[config.mk]
export PLATFORM = sky130hd
export DESIGN_NAME = three_channel_pwm_generator
export DESIGN_NICKNAME = d
export VERILOG_FILES = /design/src/rtl/tcpwm_pkg.sv /design/src/rtl/tcpwm_channel.sv /design/src/rtl/three_channel_pwm_generator.sv
export SDC_FILE = /design/constraint.sdc
export NUM_CORES = 1
export LEC_CHECK = 0
export ABC_CLOCK_PERIOD_IN_PS = 9500
export BUFFER_PORTS_ARGS = -buffer_cell sky130_fd_sc_hd__buf_4
export CELL_PAD_IN_SITES_DETAIL_PLACEMENT = 1
export CELL_PAD_IN_SITES_GLOBAL_PLACEMENT = 2
export CORE_MARGIN = 5
export CORE_UTILIZATION = 35
export DETAILED_ROUTE_END_ITERATION = 6
export GPL_ROUTABILITY_DRIVEN = 1
export MAX_ROUTING_LAYER = met4
export PLACE_DENSITY_LB_ADDON = 0.05
export RECOVER_POWER = 100
export SYNTH_ARGS = -nofsm -noshare
export SYNTH_HDL_FRONTEND = slang
export SYNTH_SLANG_ARGS = --single-unit
[constraint.sdc]
create_clock -name clk -period 9.5 [get_ports clk]
set_input_delay 1.9 -clock clk [delete_from_list [all_inputs] [get_ports clk]]
set_output_delay 1.9 -clock clk [all_outputs]
set_load 0.03 [all_outputs]
[src/rtl/tcpwm_pkg.sv]
package tcpwm_pkg;

    // Block shape
    localparam int CHANNELS   = 3;
    localparam int TIME_WIDTH = 32;
    localparam int CHAN_W     = (CHANNELS > 1) ? $clog2(CHANNELS) : 1;
    localparam int LEVEL_BITS = 3;
    localparam int OUT_CH     = (CHANNELS < LEVEL_BITS) ? CHANNELS : LEVEL_BITS;

    // Word fields
    localparam int CMD_W  = 2;
    localparam int ADDR_W = 6;
    localparam int DATA_W = 32;

    // Commands
    localparam logic [CMD_W-1:0] CMD_READ  = 2'd0;
    localparam logic [CMD_W-1:0] CMD_WRITE = 2'd1;
    localparam logic [CMD_W-1:0] CMD_TICK  = 2'd2;

    // Register map
    localparam logic [ADDR_W-1:0] CTRL_BASE = 6'h18;

    // Control word bits
    localparam int CTRL_RUN_BIT     = 0;
    localparam int CTRL_RESTART_BIT = 1;

    // Per-channel operation for one step
    typedef struct packed {
        logic tick;
        logic wr_high;
        logic wr_low;
        logic wr_ctrl;
    } chan_op_t;

endpackage

[src/rtl/tcpwm_channel.sv]
module tcpwm_channel
    import tcpwm_pkg::*;
(
    input  logic                  clk,
    input  logic                  rst_n,
    input  chan_op_t              op,
    input  logic [DATA_W-1:0]     wdata,
    output logic [TIME_WIDTH-1:0] high_time,
    output logic [TIME_WIDTH-1:0] low_time,
    output logic [DATA_W-1:0]     control_word,
    output logic                  level
);

    logic [TIME_WIDTH-1:0] high_reg;
    logic [TIME_WIDTH-1:0] high_next;
    logic [TIME_WIDTH-1:0] low_reg;
    logic [TIME_WIDTH-1:0] low_next;
    logic [DATA_W-1:0]     ctrl_reg;
    logic [DATA_W-1:0]     ctrl_next;
    logic [TIME_WIDTH:0]   count_reg;
    logic [TIME_WIDTH:0]   count_next;
    logic [TIME_WIDTH:0]   period;
    logic [TIME_WIDTH+1:0] count_inc;
    logic                  wrap;
    logic                  clear_count;

    // Period and wrap test for a tick
    assign period    = {1'b0, high_reg} + {1'b0, low_reg};
    assign count_inc = {1'b0, count_reg} + {{(TIME_WIDTH+1){1'b0}}, 1'b1};
    assign wrap      = count_inc >= {1'b0, period};

    // Restart or stop puts the count back to the start of the high phase
    assign clear_count = op.wr_ctrl && (wdata[CTRL_RESTART_BIT] || !wdata[CTRL_RUN_BIT]);

    // Next state
    always_comb
    begin
        high_next  = op.wr_high ? wdata[TIME_WIDTH-1:0] : high_reg;
        low_next   = op.wr_low  ? wdata[TIME_WIDTH-1:0] : low_reg;
        ctrl_next  = ctrl_reg;
        if (op.wr_ctrl)
        begin
            ctrl_next                   = wdata;
            ctrl_next[CTRL_RESTART_BIT] = 1'b0;
        end
        count_next = count_reg;
        if (clear_count)
        begin
            count_next = '0;
        end
        else if (op.tick && ctrl_reg[CTRL_RUN_BIT])
        begin
            count_next = wrap ? '0 : count_inc[TIME_WIDTH:0];
        end
    end

    // Hold channel state
    always_ff @(posedge clk or negedge rst_n)
    begin
        if (!rst_n)
        begin
            high_reg  <= '0;
            low_reg   <= '0;
            ctrl_reg  <= '0;
            count_reg <= '0;
        end
        else
        begin
            high_reg  <= high_next;
            low_reg   <= low_next;
            ctrl_reg  <= ctrl_next;
            count_reg <= count_next;
        end
    end

    // Level after this step
    assign level = ctrl_next[CTRL_RUN_BIT] && (count_next < {1'b0, high_next});

    assign high_time    = high_reg;
    assign low_time     = low_reg;
    assign control_word = ctrl_reg;

endmodule

[src/rtl/three_channel_pwm_generator.sv]
// Three-channel PWM generator with separate high and low times.
//
// Input channel (in_valid/in_ready) takes one word per cycle unless stalled:
// a register read, a register write, or one reference tick that advances every
// running channel. Output channel (out_valid/out_ready) returns one word for
// each input word, in order: read_data holds the register value for a read
// and zero otherwise; pwm_levels holds each channel's level after the step.
//
// A word accepted into the input register moves on into the result register,
// where its result is shown, unless the receiver stalls. Throughput: one word
// per cycle while not stalled, set by the state update of each channel between
// the input register and the result register.
//
// Reset clears all times, control words and phase counts; every channel is
// stopped and drives low. When the receiver stalls, the result register
// holds, the input register fills behind it, and in_ready drops until the
// result is taken.
module three_channel_pwm_generator
    import tcpwm_pkg::*;
(
    input  logic                  clk,
    input  logic                  rst_n,
    input  logic                  in_valid,
    output logic                  in_ready,
    input  logic [CMD_W-1:0]      command,
    input  logic [ADDR_W-1:0]     address,
    input  logic [DATA_W-1:0]     write_data,
    output logic                  out_valid,
    input  logic                  out_ready,
    output logic [DATA_W-1:0]     read_data,
    output logic [LEVEL_BITS-1:0] pwm_levels
);

    logic                  in_valid_reg;
    logic [CMD_W-1:0]      cmd_reg;
    logic [ADDR_W-1:0]     addr_reg;
    logic [DATA_W-1:0]     wdata_reg;
    logic                  out_valid_reg;
    logic [DATA_W-1:0]     read_data_reg;
    logic [LEVEL_BITS-1:0] levels_reg;
    logic                  advance;

    logic                  time_hit;
    logic                  ctrl_hit;
    logic [CHAN_W-1:0]     time_chan;
    logic [ADDR_W-1:0]     ctrl_off;
    logic [ADDR_W-3:0]     ctrl_slot;
    logic [CHAN_W-1:0]     ctrl_chan;
    logic [DATA_W-1:0]     rd_value;
    logic [LEVEL_BITS-1:0] levels_value;

    logic [TIME_WIDTH-1:0] high_time [CHANNELS];
    logic [TIME_WIDTH-1:0] low_time [CHANNELS];
    logic [DATA_W-1:0]     control_word [CHANNELS];
    logic [CHANNELS-1:0]   level;
    chan_op_t              op [CHANNELS];

    // Move a word forward when the result register is free or being taken
    assign advance  = in_valid_reg && (!out_valid_reg || out_ready);
    assign in_ready = !in_valid_reg || advance;

    // Hold the accepted word
    always_ff @(posedge clk or negedge rst_n)
    begin
        if (!rst_n)
        begin
            in_valid_reg <= 1'b0;
        end
        else if (in_ready)
        begin
            in_valid_reg <= in_valid;
        end
    end

    always_ff @(posedge clk)
    begin
        if (in_valid && in_ready)
        begin
            cmd_reg   <= command;
            addr_reg  <= address;
            wdata_reg <= write_data;
        end
    end

    // Decode the register address; time registers win over control words
    assign time_hit  = (addr_reg[1:0] == 2'b00) &&
                       ({3'b000, addr_reg[ADDR_W-1:3]} < ADDR_W'(CHANNELS));
    assign time_chan = addr_reg[3+CHAN_W-1:3];
    assign ctrl_off  = addr_reg - CTRL_BASE;
    assign ctrl_slot = ctrl_off[ADDR_W-1:2];
    assign ctrl_hit  = (addr_reg[1:0] == 2'b00) && !time_hit && (addr_reg >= CTRL_BASE) &&
                       (ctrl_slot < (ADDR_W-2)'(CHANNELS));
    assign ctrl_chan = ctrl_slot[CHAN_W-1:0];

    // Drive one operation per channel
    for (genvar i = 0; i < CHANNELS; i++)
    begin : g_chan
        always_comb
        begin
            op[i].tick    = advance && (cmd_reg == CMD_TICK);
            op[i].wr_high = advance && (cmd_reg == CMD_WRITE) && time_hit &&
                            (time_chan == CHAN_W'(i)) && !addr_reg[2];
            op[i].wr_low  = advance && (cmd_reg == CMD_WRITE) && time_hit &&
                            (time_chan == CHAN_W'(i)) && addr_reg[2];
            op[i].wr_ctrl = advance && (cmd_reg == CMD_WRITE) && ctrl_hit &&
                            (ctrl_chan == CHAN_W'(i));
        end

        tcpwm_channel u_channel (
            .clk          (clk),
            .rst_n        (rst_n),
            .op           (op[i]),
            .wdata        (wdata_reg),
            .high_time    (high_time[i]),
            .low_time     (low_time[i]),
            .control_word (control_word[i]),
            .level        (level[i])
        );
    end

    // Select read data from the state before the step
    always_comb
    begin
        rd_value = '0;
        if (cmd_reg == CMD_READ)
        begin
            if (time_hit)
            begin
                rd_value = addr_reg[2] ? DATA_W'(low_time[time_chan])
                                       : DATA_W'(high_time[time_chan]);
            end
            else if (ctrl_hit)
            begin
                rd_value = control_word[ctrl_chan];
            end
        end
    end

    // Drop channels past the level field
    always_comb
    begin
        levels_value = '0;
        for (int i = 0; i < OUT_CH; i++)
        begin
            levels_value[i] = level[i];
        end
    end

    // Hold the result until taken
    always_ff @(posedge clk or negedge rst_n)
    begin
        if (!rst_n)
        begin
            out_valid_reg <= 1'b0;
        end
        else if (!out_valid_reg || out_ready)
        begin
            out_valid_reg <= in_valid_reg;
        end
    end

    always_ff @(posedge clk)
    begin
        if (advance)
        begin
            read_data_reg <= rd_value;
            levels_reg    <= levels_value;
        end
    end

    assign out_valid  = out_valid_reg;
    assign read_data  = read_data_reg;
    assign pwm_levels = levels_reg;

endmodule

==> results.md <==
Status:
- The run finished, with violations left.
- The final reports fail on max-capacitance violations, max-slew violations.

Clock network:
- In this run the post-CTS setup repair buffer count came out at 0.
- The CTS tree is built.
- The root buffer selected by CTS is clkbuf_16.
- In this run, CTS created clock tree buffers numbering 59.
- Gates resized during post-CTS repair numbered 0.
- The clock passes through at most 3 buffers.
- The clock-pin slew on the worst setup and hold paths is 0.06 ns.
- The count of hold buffers inserted by post-cts repair is 0.
- CTS built an H-tree with a depth of 2.
- The clock latency reported for the late side of the worst-skew pair is 0.65 ns.
- Clock tree synthesis found a total of 461 sinks.

Hold path:
- The path category of the worst min-delay check is reg -> reg.

Critical path:
- The largest single stage delay on the critical path is 1.10 ns.
- The setup slack of the most critical reg-to-reg path is 1.10 ns.
- The critical path's slowest cell is o211ai_1.
- The data required time at the worst endpoint is 9.98 ns.
- The type of element capturing the critical path is a flip-flop.
- Along the worst path, the maximum fanout reaches 20.
- The worst setup path is of the reg -> reg kind.
- STA classifies the critical path startpoint as a flip-flop.
- The data arrival time of the critical path is 8.89 ns.

Power and ir drop:
- IR analysis of the VDD net gives a maximum drop of 0.171 mV.
- The design draws 5.22 mW.
- In this run the static leakage power is 17.9 nW.
- The power per cell area is 153 mW/mm2.

Logic synthesis:
- The post-synthesis area per instance is 10.1 um2.
- Yosys attributes the largest share of cell area to dfrtp_1 32%, ha_1 12%, edfxtp_1 7.4%.
- The sequential fraction of the synthesis area is 0.392.
- The number of nets produced by synthesis is 3,337.
- The cell area after technology mapping is 0.0304 mm2.
- The synthesized design contains 461 register bits.
- The number of standard cells after synthesis is 2,995.
- Of the post-synthesis cell area, the dominant cell type holds 0.318.
- The number of warning messages in the yosys log is 0.
- For this run, the leading register cell type out of synthesis is dfrtp_1.
- Yosys mapped a number of flops with a built-in enable equal to 75.
- In the synthesized netlist the async set-or-reset flop fraction comes to 0.837.
- The count of unique library cells instantiated by Yosys is 76.
- The dominant cell type by area after synthesis is dfrtp_1.

Routing:
- Dividing the detail-routed wire length by the instance count gives 25.8 um.
- After the first detailed-routing iteration, the DRC count stood at 1,281.
- Wires add up to 111,000 um.
- The count of nets left with antenna violations once routing finished came out at 0.
- The post-detailed-route via-to-cell ratio is 5.52.
- The detailed router placed 23,700 vias in this run.
- The first detailed-routing pass ran for 4 iterations.
- The total DRC errors in the routed layout is 0.

STA:
- The count of final max-slew check failures came to 631.
- Static timing analysis puts the maximum clock frequency at 119 MHz.
- Setup repair after global routing left no endpoint under its margin.
- The headroom to the max-slew limit is -3.57.
- The number of endpoints with negative hold slack in the final report was 0.
- The slew at the pin closest to its max-slew limit is 6.86 ns.
- The minimum clock period after layout is 8.40 ns.
- Setup violations remaining at the end of the flow were counted as 0.
- The final worst-path cycle share is 0.885.
- The worst slack on hold paths is 0.505 ns.
- The summed negative setup slack over all endpoints is 0 ns.
- Between clock sinks in the finished design, the worst skew comes to 0.0419 ns.

Die:
- In this run the core area contains 108 standard-cell rows.
- The I/O pin count is 81.
- The die is 305 um wide.
- The core region is 0.0865 mm2.
- The area of the die is 0.0928 mm2.
- The die span in y is 305 um.
- The initial utilization of the core area, before any placement, comes to 0.351.

Cells and area:
- At the end of the flow the core is filled with cells to 0.396.
- The number of nets in the layout is 3,424.
- The area growth from synthesis to final layout is 12.6%.
- In the final layout, the multi-input gates occupy 0.0176 mm2.
- The share of layout cells above drive strength 1 is 0.126.
- The repair_antennas step left the layout with diodes totalling 0.
- The area taken by flip-flops and latches is 0.0119 mm2.
- The layout has 9,705 filler cells.
- The register with the most flip-flops in the layout has 99 of them.

Place:
- After legalization and detailed placement, the total HPWL measured 82,900 um.
- The number of buffers inserted by port buffering is 80.
- The congestion estimate from routability-driven global placement came to 0.853.

Global route:
- The residual overflow from global routing is 0.
- The number of global-route vias before repair was 25,000.
- Entering global routing, the biggest net connects 118 pins.
- Across every metal layer, demand over resource in global routing totals 0.239.
- The first global-routing pass estimated 166,000 um of wire.
- The initial antenna violation count is 5.

Flow run:
- The number of max-cap violations is 15.
metal layers:
layer,global-route usage,share of wire,up-vias,wire [um]
met5,-,0,-,0
met2,0.361,0.44,283,49300
met1,0.349,0.50,12200,55800
met4,0.0497,0.022,0,2440
met3,0.0276,0.029,96,3240
li1,-,-,11100,-
layout make-up:
cell class	count	share of cell area
Clock buffer	77	0.0481
Sequential cell	461	0.348
Timing Repair Buffer	141	0.0248
Tap cell	1155	0.0422
Multi-Input combinational cell	2299	0.513
Inverter	120	0.0132
Clock inverter	33	0.0103
worst max-delay path, delay by kind of cell, from the launching register on:
kind	cells	cell delay (ns)
AOI/OAI and AO/OA	16	4.55
xor gates and xnor gates	1	0.15
buffers and inverters	1	0.76
adders and majority gates	4	1.33
and+or+nand+nor	6	1.08
DFF	1	0.40
through the flow:
stage / cells / setup WS, ns / area (um2)
2_1_floorplan: 2995 / 2.86 / 30400
3_3_place_gp: 4176 / 1.41 / 32500
3_5_place_dp: 4176 / 1.40 / 32500
4_1_cts: 4286 / 1.34 / 34500
5_1_grt: 4286 / 0.325 / 34200
6_report: 4286 / 1.10 / 34200
final timing paths:
| path | from | end | depth (start not counted) |
|---|---|---|---|
| setup / recovery | g_chan[1].u_channel.low_time[0] | pwm_levels[1] | 28 |
| max in group asynchronous | rst_n | g_chan[0].u_channel.control_word[27] | 2 |
| hold reg to reg | g_chan[1].u_channel.control_word[24] | g_chan[1].u_channel.control_word[24] | 1 |
| min in group asynchronous | rst_n | g_chan[2].u_channel.count_reg[17] | 1 |
| hold / removal | g_chan[1].u_channel.control_word[24] | g_chan[1].u_channel.control_word[24] | 1 |
| setup reg to reg | g_chan[1].u_channel.low_time[0] | pwm_levels[1] | 28 |
where the power goes:
part	internal (mW)	switching (mW)
Combinational	0.258	0.475
Clock	1.38	0.952
Sequential	2.08	0.0728
Total	3.72	1.50
Yosys cell counts, drive strengths merged (4+ instances only):
library cell    n
o21a           13
and3           31
a21o          114
a2111oi         6
nand3b         29
a22oi          46
buf            41
a31o            4
nand3         113
nand2b         34
mux2          192
a31oi           6
nor2          168
mux2i         221
nor4            9
a221o           4
nand2         195
a2bb2oi        20
xnor2         100
o211ai         12
or2            11
ha            295
o21bai          9
and4            7
nand4          51
nor3           34
inv           120
nor3b           4
o21ai         139
a211oi         13
a21oi         224
edfxtp         75
dfrtp         386
xor2           77
and2           15
clkbuf         74
or3            14
nor2b          35
o31ai          13
kinds of logic after synthesis:
group / Yosys count / share of synthesized area
and+or+nand+nor: 758 / 0.124
AOI/OAI and AO/OA: 652 / 0.134
DFF: 461 / 0.392
muxes: 414 / 0.145
adders and majority gates: 298 / 0.123
buffers and inverters: 235 / 0.0299
xor gates and xnor gates: 177 / 0.0510
cell usage in the layout (no fill, tap or decap), types with 100 or more instances in the layout:
| cell type | count |
|---|---|
| inv_1 | 120 |
| a21o_1 | 114 |
| nand3_1 | 112 |
| xnor2_1 | 100 |
| mux2_2 | 187 |
| o21ai_0 | 134 |
| dfrtp_1 | 386 |
| a21oi_1 | 224 |
| mux2i_1 | 221 |
| nor2_1 | 165 |
| ha_1 | 295 |
| nand2_1 | 192 |
Note: power is estimated with default switching activity, not from simulation.
